===== config.mk =====
export PLATFORM = sky130hd
export DESIGN_NAME = idle_timeout_eviction_table
export DESIGN_NICKNAME = d
export VERILOG_FILES = /design/src/rtl/itet_pkg.sv /design/src/rtl/itet_store.sv /design/src/rtl/itet_ctrl.sv /design/src/rtl/idle_timeout_eviction_table.sv
export VERILOG_INCLUDE_DIRS = /design/src /design/src/rtl
export SDC_FILE = /design/constraint.sdc
export NUM_CORES = 2
export LEC_CHECK = 0
export BUFFER_PORTS_ARGS = -buffer_cell sky130_fd_sc_hd__buf_2
export CORE_ASPECT_RATIO = 0.75
export CORE_MARGIN = 3
export CORE_UTILIZATION = 57
export DETAILED_ROUTE_END_ITERATION = 6
export GPL_TIMING_DRIVEN = 0
export MAX_ROUTING_LAYER = met4
export PLACE_DENSITY = 0.76
export SYNTH_ARGS = -nofsm -noshare
export SYNTH_HDL_FRONTEND = slang
export SYNTH_HIERARCHICAL = 1
export SYNTH_SLANG_ARGS = --single-unit

===== constraint.sdc =====
create_clock -name clk -period 5.9 [get_ports clk]
set_input_delay 0.295 -clock clk [delete_from_list [all_inputs] [get_ports clk]]
set_output_delay 0.295 -clock clk [all_outputs]
set_load 0.1 [all_outputs]

===== src/rtl/idle_timeout_eviction_table_macros.svh =====
// Assertion macros for the idle-timeout eviction table.
// Used by the top level only; expects clk and arst_n in scope.
`ifndef IDLE_TIMEOUT_EVICTION_TABLE_MACROS_SVH
`define IDLE_TIMEOUT_EVICTION_TABLE_MACROS_SVH

// Implication that must hold at every rising edge outside reset.
`define ITET_ASSERT_IMPLY(lbl, ante, cons, msg) \
	lbl: assert property (@(posedge clk) disable iff (!arst_n) (ante) |-> (cons)) \
		else $error(msg);

// Condition that must never be true at a rising edge outside reset.
`define ITET_ASSERT_NEVER(lbl, cond, msg) \
	lbl: assert property (@(posedge clk) disable iff (!arst_n) !(cond)) else $error(msg);

`endif


===== src/rtl/itet_pkg.sv =====
// Shared types and constants for the idle-timeout eviction table.
// No dependencies; imported by every module of the block.
package itet_pkg;

	localparam int NAME_W  = 32;
	localparam int TICK_W  = 32;
	localparam int LIMIT_W = 8;
	localparam int ACT_W   = 2;
	localparam int CMD_W   = 2;

	localparam logic [LIMIT_W-1:0] LIMIT_RESET = 8'd20;

	// at most this many unload words per item
	localparam int MAX_RESULTS = 32;
	localparam int RES_W       = $clog2(MAX_RESULTS + 1);

	localparam logic [ACT_W-1:0] ACT_ACCESS = 2'd0;
	localparam logic [ACT_W-1:0] ACT_SWEEP  = 2'd1;
	localparam logic [ACT_W-1:0] ACT_CLEAR  = 2'd2;

	localparam logic [CMD_W-1:0] CMD_NONE   = 2'd0;
	localparam logic [CMD_W-1:0] CMD_LOAD   = 2'd1;
	localparam logic [CMD_W-1:0] CMD_UNLOAD = 2'd2;

	// strobes from the sequencer to the entry store
	typedef struct packed {
		logic rd_en;
		logic key_we;
		logic stamp_we;
		logic set_used;
		logic clr_used;
	} mem_ctl_t;

endpackage


===== src/rtl/itet_store.sv =====
// Entry store: key and stamp memories with registered read, plus used flags.
// Depends on itet_pkg.
module itet_store import itet_pkg::*; #(
	parameter int CAPACITY = 32
) (
	input  logic                        clk,
	input  logic                        arst_n,
	input  mem_ctl_t                    mem_ctl,
	input  logic [$clog2(CAPACITY)-1:0] rd_addr,
	input  logic [$clog2(CAPACITY)-1:0] wr_addr,
	input  logic [$clog2(CAPACITY)-1:0] clr_addr,
	input  logic [NAME_W-1:0]           wr_key,
	input  logic [TICK_W-1:0]           wr_stamp,
	output logic [NAME_W-1:0]           rd_key_s1,
	output logic [TICK_W-1:0]           rd_stamp_s1,
	output logic                        rd_used_s1
);

	logic [NAME_W-1:0]   key_mem   [CAPACITY];
	logic [TICK_W-1:0]   stamp_mem [CAPACITY];
	logic [CAPACITY-1:0] used_q;

	always_ff @(posedge clk) begin
		if (mem_ctl.key_we) begin
			key_mem[wr_addr] <= wr_key;
		end
		if (mem_ctl.rd_en) begin
			rd_key_s1 <= key_mem[rd_addr];
		end
	end

	always_ff @(posedge clk) begin
		if (mem_ctl.stamp_we) begin
			stamp_mem[wr_addr] <= wr_stamp;
		end
		if (mem_ctl.rd_en) begin
			rd_stamp_s1 <= stamp_mem[rd_addr];
			rd_used_s1  <= used_q[rd_addr];
		end
	end

	always_ff @(posedge clk or negedge arst_n) begin
		if (!arst_n) begin
			used_q <= '0;
		end else begin
			if (mem_ctl.set_used) begin
				used_q[wr_addr] <= 1'b1;
			end
			if (mem_ctl.clr_used) begin
				used_q[clr_addr] <= 1'b0;
			end
		end
	end

endmodule


===== src/rtl/itet_ctrl.sv =====
// Sequencer: walks the entry store, decides loads and unloads, owns the
// tick, the idle limit and the result register. Depends on itet_pkg.
module itet_ctrl import itet_pkg::*; #(
	parameter int CAPACITY = 32
) (
	input  logic                        clk,
	input  logic                        arst_n,
	input  logic                        req_valid,
	output logic                        req_stall,
	input  logic [ACT_W-1:0]            action,
	input  logic [NAME_W-1:0]           asset_name,
	input  logic                        valid_req,
	input  logic                        auto_load,
	output logic                        rsp_valid,
	input  logic                        rsp_stall,
	output logic [CMD_W-1:0]            command,
	output logic [NAME_W-1:0]           result_name,
	output logic                        last,
	output logic                        table_full,
	input  logic                        cfg_we,
	input  logic [LIMIT_W-1:0]          cfg_wdata,
	output mem_ctl_t                    mem_ctl,
	output logic [$clog2(CAPACITY)-1:0] rd_addr,
	output logic [$clog2(CAPACITY)-1:0] wr_addr,
	output logic [$clog2(CAPACITY)-1:0] clr_addr,
	output logic [NAME_W-1:0]           wr_key,
	output logic [TICK_W-1:0]           wr_stamp,
	input  logic [NAME_W-1:0]           rd_key_s1,
	input  logic [TICK_W-1:0]           rd_stamp_s1,
	input  logic                        rd_used_s1
);

	localparam int IDX_W = $clog2(CAPACITY);
	localparam int CNT_W = $clog2(CAPACITY + 1);

	localparam logic [1:0] ST_IDLE   = 2'd0;
	localparam logic [1:0] ST_SCAN   = 2'd1;
	localparam logic [1:0] ST_FINISH = 2'd2;

	logic [1:0]         state_q;
	logic [ACT_W-1:0]   action_q;
	logic [NAME_W-1:0]  name_q;
	logic               valid_q;
	logic               auto_q;
	logic [TICK_W-1:0]  tick_q;
	logic [LIMIT_W-1:0] limit_q;
	logic [CNT_W-1:0]   rd_idx_q;
	logic               chk_valid_s1;
	logic [IDX_W-1:0]   chk_idx_s1;
	logic               found_q;
	logic [IDX_W-1:0]   found_idx_q;
	logic               free_q;
	logic [IDX_W-1:0]   free_idx_q;
	logic               pend_valid_q;
	logic [NAME_W-1:0]  pend_name_q;
	logic [RES_W-1:0]   n_q;
	logic               rsp_valid_q;
	logic [CMD_W-1:0]   command_q;
	logic [NAME_W-1:0]  result_name_q;
	logic               last_q;
	logic               table_full_q;

	logic               accept;
	logic               out_free;
	logic               is_access;
	logic               is_sweep;
	logic [TICK_W-1:0]  age;
	logic               expire;
	logic               push_scan;
	logic               adv;
	logic               issue;
	logic               scan_done;
	logic               fin;
	logic               want_ins;
	logic               do_ins;
	logic               do_refresh;
	logic               hit;
	logic               empty_slot;
	logic [CMD_W-1:0]   fin_cmd;
	logic [NAME_W-1:0]  fin_name;
	logic               fin_full;

	always_comb begin
		accept     = req_valid && (state_q == ST_IDLE);
		out_free   = !rsp_valid_q || !rsp_stall;
		is_access  = (action_q == ACT_ACCESS);
		is_sweep   = action_q inside {ACT_SWEEP, ACT_CLEAR};
		age        = tick_q - rd_stamp_s1;
		// unload this slot: cleared outright, or idle past the limit
		expire     = chk_valid_s1 && is_sweep && rd_used_s1
			&& ((action_q == ACT_CLEAR) || (age > TICK_W'(limit_q)))
			&& (n_q != RES_W'(MAX_RESULTS));
		push_scan  = expire && pend_valid_q;
		adv        = (state_q == ST_SCAN) && (!push_scan || out_free);
		issue      = adv && (rd_idx_q != CNT_W'(CAPACITY));
		scan_done  = adv && !issue && chk_valid_s1;
		hit        = chk_valid_s1 && is_access && rd_used_s1 && (rd_key_s1 == name_q);
		empty_slot = chk_valid_s1 && is_access && !rd_used_s1;
		fin        = (state_q == ST_FINISH) && out_free;
		want_ins   = !valid_q && auto_q && !found_q;
		do_ins     = fin && is_access && want_ins && free_q;
		do_refresh = fin && is_access && found_q;

		fin_cmd  = CMD_NONE;
		fin_name = '0;
		fin_full = 1'b0;
		case (action_q)
			ACT_ACCESS: begin
				if (want_ins) begin
					fin_name = name_q;
					if (free_q) begin
						fin_cmd = CMD_LOAD;
					end else begin
						fin_full = 1'b1;
					end
				end
			end
			ACT_SWEEP, ACT_CLEAR: begin
				if (pend_valid_q) begin
					fin_cmd  = CMD_UNLOAD;
					fin_name = pend_name_q;
				end
			end
			default: begin
				fin_cmd = CMD_NONE;
			end
		endcase

		mem_ctl.rd_en    = issue;
		mem_ctl.key_we   = do_ins;
		mem_ctl.stamp_we = do_ins || do_refresh;
		mem_ctl.set_used = do_ins;
		mem_ctl.clr_used = adv && expire;
	end

	assign req_stall   = (state_q != ST_IDLE);
	assign rd_addr     = rd_idx_q[IDX_W-1:0];
	assign wr_addr     = found_q ? found_idx_q : free_idx_q;
	assign clr_addr    = chk_idx_s1;
	assign wr_key      = name_q;
	assign wr_stamp    = tick_q;
	assign rsp_valid   = rsp_valid_q;
	assign command     = command_q;
	assign result_name = result_name_q;
	assign last        = last_q;
	assign table_full  = table_full_q;

	always_ff @(posedge clk or negedge arst_n) begin
		if (!arst_n) begin
			state_q      <= ST_IDLE;
			tick_q       <= '0;
			limit_q      <= LIMIT_RESET;
			rd_idx_q     <= '0;
			chk_valid_s1 <= 1'b0;
			found_q      <= 1'b0;
			free_q       <= 1'b0;
			pend_valid_q <= 1'b0;
			n_q          <= '0;
			rsp_valid_q  <= 1'b0;
		end else begin
			if (cfg_we) begin
				limit_q <= cfg_wdata;
			end
			case (state_q)
				ST_IDLE: begin
					if (accept) begin
						if (action inside {ACT_ACCESS, ACT_SWEEP, ACT_CLEAR}) begin
							state_q <= ST_SCAN;
						end else begin
							state_q <= ST_FINISH;
						end
					end
				end
				ST_SCAN: begin
					if (scan_done) begin
						state_q <= ST_FINISH;
					end
				end
				ST_FINISH: begin
					if (out_free) begin
						state_q <= ST_IDLE;
					end
				end
				default: begin
					state_q <= ST_IDLE;
				end
			endcase
			if (fin && is_sweep) begin
				tick_q <= tick_q + 1'b1;
			end
			if (accept) begin
				rd_idx_q     <= '0;
				chk_valid_s1 <= 1'b0;
				found_q      <= 1'b0;
				free_q       <= 1'b0;
				pend_valid_q <= 1'b0;
				n_q          <= '0;
			end else if (adv) begin
				chk_valid_s1 <= issue;
				if (issue) begin
					rd_idx_q <= rd_idx_q + 1'b1;
				end
				if (hit) begin
					found_q <= 1'b1;
				end
				if (empty_slot) begin
					free_q <= 1'b1;
				end
				if (expire) begin
					pend_valid_q <= 1'b1;
					n_q          <= n_q + 1'b1;
				end
			end
			if ((adv && push_scan) || fin) begin
				rsp_valid_q <= 1'b1;
			end else if (!rsp_stall) begin
				rsp_valid_q <= 1'b0;
			end
		end
	end

	always_ff @(posedge clk) begin
		if (accept) begin
			action_q <= action;
			name_q   <= asset_name;
			valid_q  <= valid_req;
			auto_q   <= auto_load;
		end
		if (issue) begin
			chk_idx_s1 <= rd_idx_q[IDX_W-1:0];
		end
		if (adv && hit && !found_q) begin
			found_idx_q <= chk_idx_s1;
		end
		if (adv && empty_slot && !free_q) begin
			free_idx_q <= chk_idx_s1;
		end
		if (adv && expire) begin
			pend_name_q <= rd_key_s1;
		end
		if (adv && push_scan) begin
			command_q     <= CMD_UNLOAD;
			result_name_q <= pend_name_q;
			last_q        <= 1'b0;
			table_full_q  <= 1'b0;
		end else if (fin) begin
			command_q     <= fin_cmd;
			result_name_q <= fin_name;
			last_q        <= 1'b1;
			table_full_q  <= fin_full;
		end
	end

endmodule


===== src/rtl/idle_timeout_eviction_table.sv =====
// Top level of the idle-timeout eviction table: sequencer plus entry store.
// Depends on itet_pkg, itet_store, itet_ctrl and the assertion macro header.
//
//   channel  | handshake              | word
//   ---------+------------------------+--------------------------------------------
//   request  | req_valid / req_stall  | action, asset_name, valid_req, auto_load
//   result   | rsp_valid / rsp_stall  | command, result_name, last, table_full
//   config   | cfg_we                 | cfg_wdata (idle limit, no read-back)
//
// An access, sweep or clear walks ST_SCAN, then ST_FINISH: the store is read
// one slot a cycle over its single read port unless a stalled unload word holds
// the walk, the last slot is checked after its read, and ST_FINISH writes back
// and posts the final word. The unused action code goes straight to ST_FINISH.
// Reset clears the used flags at once; no clearing pass. A stalled result
// channel holds the slot walk whenever an unload word has nowhere to go.
`include "idle_timeout_eviction_table_macros.svh"

module idle_timeout_eviction_table import itet_pkg::*; #(
	parameter int CAPACITY = 32
) (
	input  logic               clk,
	input  logic               arst_n,
	input  logic               req_valid,
	output logic               req_stall,
	input  logic [ACT_W-1:0]   action,
	input  logic [NAME_W-1:0]  asset_name,
	input  logic               valid_req,
	input  logic               auto_load,
	output logic               rsp_valid,
	input  logic               rsp_stall,
	output logic [CMD_W-1:0]   command,
	output logic [NAME_W-1:0]  result_name,
	output logic               last,
	output logic               table_full,
	input  logic               cfg_we,
	input  logic [LIMIT_W-1:0] cfg_wdata
);

	localparam int IDX_W = $clog2(CAPACITY);

	// store access strobes and addresses from the sequencer
	mem_ctl_t          mem_ctl;
	logic [IDX_W-1:0]  rd_addr;
	logic [IDX_W-1:0]  wr_addr;
	logic [IDX_W-1:0]  clr_addr;
	logic [NAME_W-1:0] wr_key;
	logic [TICK_W-1:0] wr_stamp;
	// registered read data for rd_addr, valid the cycle after the read is issued
	logic [NAME_W-1:0] rd_key_s1;
	logic [TICK_W-1:0] rd_stamp_s1;
	logic              rd_used_s1;

	// Walk the slots, decide the commands and keep the result register.
	itet_ctrl #(
		.CAPACITY (CAPACITY)
	) u_ctrl (
		.clk         (clk),
		.arst_n      (arst_n),
		.req_valid   (req_valid),
		.req_stall   (req_stall),
		.action      (action),
		.asset_name  (asset_name),
		.valid_req   (valid_req),
		.auto_load   (auto_load),
		.rsp_valid   (rsp_valid),
		.rsp_stall   (rsp_stall),
		.command     (command),
		.result_name (result_name),
		.last        (last),
		.table_full  (table_full),
		.cfg_we      (cfg_we),
		.cfg_wdata   (cfg_wdata),
		.mem_ctl     (mem_ctl),
		.rd_addr     (rd_addr),
		.wr_addr     (wr_addr),
		.clr_addr    (clr_addr),
		.wr_key      (wr_key),
		.wr_stamp    (wr_stamp),
		.rd_key_s1   (rd_key_s1),
		.rd_stamp_s1 (rd_stamp_s1),
		.rd_used_s1  (rd_used_s1)
	);

	// Hold names, stamps and used flags.
	itet_store #(
		.CAPACITY (CAPACITY)
	) u_store (
		.clk         (clk),
		.arst_n      (arst_n),
		.mem_ctl     (mem_ctl),
		.rd_addr     (rd_addr),
		.wr_addr     (wr_addr),
		.clr_addr    (clr_addr),
		.wr_key      (wr_key),
		.wr_stamp    (wr_stamp),
		.rd_key_s1   (rd_key_s1),
		.rd_stamp_s1 (rd_stamp_s1),
		.rd_used_s1  (rd_used_s1)
	);

	// Write-back only happens after the walk, so reads never see a write in flight.
	`ITET_ASSERT_NEVER(a_no_rd_wr_overlap, mem_ctl.rd_en && (mem_ctl.key_we || mem_ctl.stamp_we), "store read and write in the same cycle")
	// Insert and unload belong to different actions.
	`ITET_ASSERT_NEVER(a_no_set_clr, mem_ctl.set_used && mem_ctl.clr_used, "slot set and cleared together")
	// A refused insert carries no command.
	`ITET_ASSERT_IMPLY(a_full_no_cmd, rsp_valid && table_full, (command == CMD_NONE) && last, "table_full word with a command")
	// Store traffic only while an item is in progress.
	`ITET_ASSERT_IMPLY(a_mem_busy, mem_ctl.rd_en || mem_ctl.stamp_we || mem_ctl.clr_used, req_stall, "store access while idle")

endmodule

# Yosys cells after proc, flatten, opt, wreduce, memory -nomap -nowiden
# Memory sizes are Yosys's and may differ from the RTL's. A register that Yosys moved wholly into a read port is not among the register bits.
# Index checks and enable logic that the tools add are counted.
# word_totals
reg_bits,211
mem_bits_rw,2048
inputBits,49
memories,2
# op_classes
add_sub_neg,4
n_lt_le_gt_ge,6
n_eq_ne,13
mux,49
bitwise,3
n_reduce_logical,61
# memory_table
name,depth,word_bits,read_ports,rd_clocked_by_memory_dff,write_ports,line,text
u_store.key_mem,32,32,1,1,1,itet_store.sv:19,logic [NAME_W-1:0] key_mem [CAPACITY];
u_store.stamp_mem,32,32,1,1,1,itet_store.sv:20,logic [TICK_W-1:0] stamp_mem [CAPACITY];
# op_table
op,n
2-to-1 mux 32 bit,6
case mux 32 bit (2 select lines),1
2-to-1 mux 6 bit,6
"adder 32 x 1 -> 32 bit, second input constant",1
AND 32 bit,1
equality test 32 bit,1
> comparator 32 x 8 -> 1 bit,1
inverter 32 bit,1
OR 32 bit,1
subtractor 32 bit,1
logical AND 1 bit,30
2-to-1 mux 1 bit,24
"less-than comparator 5 x 6 -> 1 bit, second input constant",3
nonzero test 2 bit,8
"adder 6 x 1 -> 6 bit, second input constant",2
2-to-1 mux 2 bit,6
"!= test 6 bit, second input constant",2
demux 1 bit (select 5 bit),2
"greater-or-equal comparator 5 x 1 -> 1 bit, second input constant",2
logical NOT 1 bit,8
"!= test 2 x 1 -> 1 bit, second input constant",4
AND reduction 2 bit,4
"equality test 2 x 1 -> 1 bit, second input constant",3
"equality test 2 bit, second input constant",3
other kinds (9),15

# Longest topological paths before layout
# depth
ltp_word,16
mapped_depth,20
ltp_nobuf,19

# Cells and area by module
# The synthesis kept the hierarchy.
# modules_own_cells
module,n_inst,cells_per_inst,area_per_inst_um2,seq_area_each_um2
itet_store,1,3995,81768.4,64251.6
itet_ctrl,1,850,9429.0,5012.3

# Least setup slack after synthesis
# OpenSTA, ideal clock, no wires.
# synth_timing
path_kind,register -> register
startpoint,register u_ctrl.tick_q[0] (netlist: u_ctrl/wr_stamp[0])
endpoint,register u_store.used_q[28]
setup_time_ns,0.149
arrival_ns,5.770
required_ns,5.751
setup_slack_ns,-0.018
path_stages_with_launch,19
path_buffers,0
period_less_slack_ns,5.918
path_cell_list,dfrtp_1 -> inv_1 -> ha_1 -> fa_1 -> nor2b_1 -> o2111ai_2 -> nand2_1 -> xor2_1 -> ha_1 -> nand4_1 -> a21oi_1 -> nor4_1 -> a31oi_1 -> nor4_1 -> nand4_1 -> nor4b_4 -> a21oi_1 -> nor3b_1 -> a21oi_1
# synth_lines
item,line,text
from (decl),itet_ctrl.sv:45,logic [TICK_W-1:0] tick_q;
from (signal assigned),itet_ctrl.sv:189,tick_q <= tick_q + 1'b1;
to (signal assigned),itet_store.sv:44,used_q <= '0;
"to (signal, indexed assignment)",itet_store.sv:47,used_q[wr_addr] <= 1'b1;
"to (signal, indexed assignment)",itet_store.sv:50,used_q[clr_addr] <= 1'b0;
to (decl),itet_store.sv:21,logic [CAPACITY-1:0] used_q;

==> impl_metrics.py <==
metrics = {
    "placement": {
        "dp_cells": 7113,
        "port_buffers": 86,
        "gp_congestion": 0.942,
        "dp_hpwl_um": 184000,
        "placed_cell_area_mm2": 0.0958,
    },
    "clocking": {
        "htree_levels": 4,
        "cts_tree": "yes",
        "insertion_delay_ns": 0.84,
        "numCtsBuffers": 204,
        "path_clk_slew_ns": 0.07,
        "clk_path_buf_depth": 3,
        "cts-root-buf": "clkbuf_16",
        "clock_sinks": 2323,
    },
    "setup_path": {
        "crit_top_cell": "a211oi_1",
        "crit_fanout": 35,
        "crit_required_ns": 6.57,
        "critical_path_arrival_ns": 6.32,
        "cp_slowest_cell": "dfrtp_1",
        "crit_cells": 14,
        "cp_num_buf_inv": 2,
        "timing.critical_path.cells": "ha_1, nand2_1, o21a_1, o21ba_2, nor2b_1, a211oi_1, a211oi_1, nand4_1, nor4b_4, buf_12, buf_4, a21oi_4, nor3b_2, a21oi_1",
        "crit_path_end_kind": "flop",
        "r2r_cells": 14,
        "rrSetupSlack_ns": 0.25,
        "worstSetupPathType": "flop to flop",
        "slowest_delay_ns": 1.26,
        "cp_top_family": "compound AO/OA/AOI/OAI gates",
        "startpoint_type": "flop",
    },
    "synthesis": {
        "synthCells": 4845,
        "synth_top_area_share_pct": 73.4,
        "ys_warn_count": 6,
        "synth_area_leaders": "edfxtp_1 73%, mux4_2 6.6%, mux2i_1 5.7%",
        "synth_nets": 4942,
        "synth_seq_cells": 2323,
        "ys_types": 78,
        "synth_top_area_cell": "edfxtp_1",
        "syn_area_mm2": 0.0912,
        "synth_edf_count": 2228,
        "ys_top_cells_by_count": "2228 x edfxtp_1, 519 x mux2i_1, 352 x a22oi_1, 266 x mux4_2, 151 x nand3_1",
        "syn_avg_cell_area_um2": 18.8,
        "yosysSeqAreaShare_pct": 75.9,
        "yosysMostFrequentCell": "edfxtp_1",
        "synthFlopType": "edfxtp_1",
        "ys_async_sr_fraction_pct": 3.92,
    },
    "pwr": {
        "p_per_area_mw_per_mm2": 446,
        "peakVddDrop_uv": 364,
        "power_leakage_nw": 33.4,
    },
    "route": {
        "drt-initial-drc-count": 10800,
        "postRouteAntennaNets": 0,
        "drcViolationCount": 1,
        "wl_per_cell_um": 37.5,
        "vias": 53400,
        "firstDrtPassIters": 7,
        "wirelength_um": 284000,
        "viasPerCell": 7.05,
    },
    "worst_hold_path": {
        "hp-class": "input pin to asynchronous set/reset pin",
    },
    "sta": {
        "fin_skew_ns": 0.0380,
        "finalMaxSlewViolations": 0,
        "fmax_ghz": 0.177,
        "relSlewSlack_pct": 0.657,
        "min_period_ns": 5.65,
        "fin_crit_sh_pct": 95.8,
        "max_slew.worst_pin.slew_ns": 1.49,
        "setup_violations": 0,
        "grt_setup_unrepaired": "false",
        "hold_viol": 0,
    },
    "floorplanning": {
        "die_area_mm2": 0.165,
        "ioPinCount": 87,
        "die_y_um": 352,
        "core_area_mm2": 0.158,
        "num_rows": 126,
        "die_x_um": 468,
        "start_util_pct": 57.7,
    },
    "run": {
        "maxCapViolCount": 0,
    },
    "global_routing": {
        "antenna_found_initial": 10,
        "grt.overflow.total": 0,
        "grt_util_all_layers_pct": 35.4,
        "grt_pass1_wl_um": 392000,
        "grt_start_max_net_pins": 66,
        "grt_pass1_vias": 50400,
    },
    "status": {
        "violations": "DRC",
        "outcome": "finished with violations",
    },
    "finish": {
        "syn_to_final_growth_pct": 13.3,
        "instances_no_fill": 7575,
        "final_nets": 5377,
        "drive_gt1_share_pct": 18.5,
        "fin_area_mm2": 0.103,
    },
}
[sequential cells by signal, summed over array words and instances, names as in the netlist, 5 cells and up]
signal,cells
u_store/used_q,32
u_ctrl/wr_stamp,32
u_store/key_mem,1024
u_ctrl/wr_key,32
u_store/stamp_mem,1024
u_ctrl/pend_name_q,32
u_ctrl/rd_idx_q,6
u_ctrl/limit_q,8
u_ctrl/n_q,6
u_store/rd_stamp_s1,32
u_ctrl/found_idx_q,5
u_ctrl/result_name,32
u_ctrl/free_idx_q,5
u_store/rd_key_s1,32
u_ctrl/clr_addr,5
[layout by cell type, fill, tap and decap left out, types with 73 or more instances in the layout]
master     count
edfxtp_1    2228
mux2i_1      519
a22oi_1      352
mux4_2       266
buf_2        216
clkbuf_16    209
nand3_1      151
clkbuf_1     132
a21oi_1      130
nand2_1      114
nand4_1       93
nor2_1        84
dfrtp_1       73
[metrics by stage]
step / setup slack (ns) / setup TNS (ns) / total power [mW] / hold WS, ns / util [%]
floorplan: 0.885 / 0 / 27.1 / -0.000591 / -
global placement: -2.57 / -455.48 / 32.0 / 0.445 / 59.6
detailed placement: -1.98 / -237.87 / 32.2 / 0.366 / 60.6
CTS: 0.0102 / 0 / 45.5 / 0.0122 / 65.2
global route: 0.0331 / 0 / 47.1 / 0.101 / 65.3
finish: 0.250 / 0 / 46.1 / 0.0638 / 65.4
[logic make-up after synthesis]
kind of cell,Yosys count,share of synthesized area (%)
xor+xnor,81,0.778
simple gates,645,3.71
fa+ha+maj,48,0.667
compound gates,637,4.91
mux,792,12.4
flops,2323,75.9
buf+inv,319,1.64
[path summary, 6_finish.rpt]
check | startpoint | endpoint
min | arst_n | u_ctrl/wr_stamp[0]
max reg2reg | u_ctrl/wr_stamp[15] | u_store/used_q[12]
min in group clk | cfg_we | u_ctrl/limit_q[5]
max in group asynchronous | arst_n | u_store/used_q[10]
max | u_ctrl/wr_stamp[15] | u_store/used_q[12]
min reg2reg | u_store/rd_key_s1[6] | u_ctrl/pend_name_q[6]
[metal layers]
layer | share of wire [%] | track usage (%)
met5 | 0 | -
met4 | 4.4 | 13.1
met3 | 19 | 15.0
met2 | 41 | 46.1
met1 | 35 | 49.6
[power breakdown]
group | switching [mW] | leakage [nW] | internal (mW)
combinational | 8.69 | 8.64 | 4.02
sequential | 0.812 | 21.5 | 19.1
clock | 5.93 | 3.24 | 7.54
[worst register-to-register path: stages, from the launching register on]
cell      delay [ns]
dfrtp_1         1.26
ha_1            0.55
nand2_1         0.18
o21a_1          0.25
o21ba_2         0.26
nor2b_1         0.14
a211oi_1        0.49
a211oi_1        0.12
nand4_1         0.23
nor4b_4         0.09
buf_12          0.15
buf_4           0.16
a21oi_4         0.63
nor3b_2         0.79
a21oi_1         0.17
[final cells by class]
cell class	instances	area, um2
flip-flops and latches	2323	69300
fillers	10200	54800
multi-input cells	2203	20600
clock buffers	253	5410
well taps	2112	2640
repair buffers	229	2590
plain buffers	266	1320
clock inverters	126	1250
inverters	53	200
diodes	10	25.0
[what timing repair did]
item                       in CTS  in global routing
hold buffers                   61                  0
gates resized for setup        28                 18
hold endpoints to repair      145                  0
pin swaps                       1                  2
buffers inserted                3                  8
setup endpoints to repair     224                134
(Power assumes the default switching activity.)
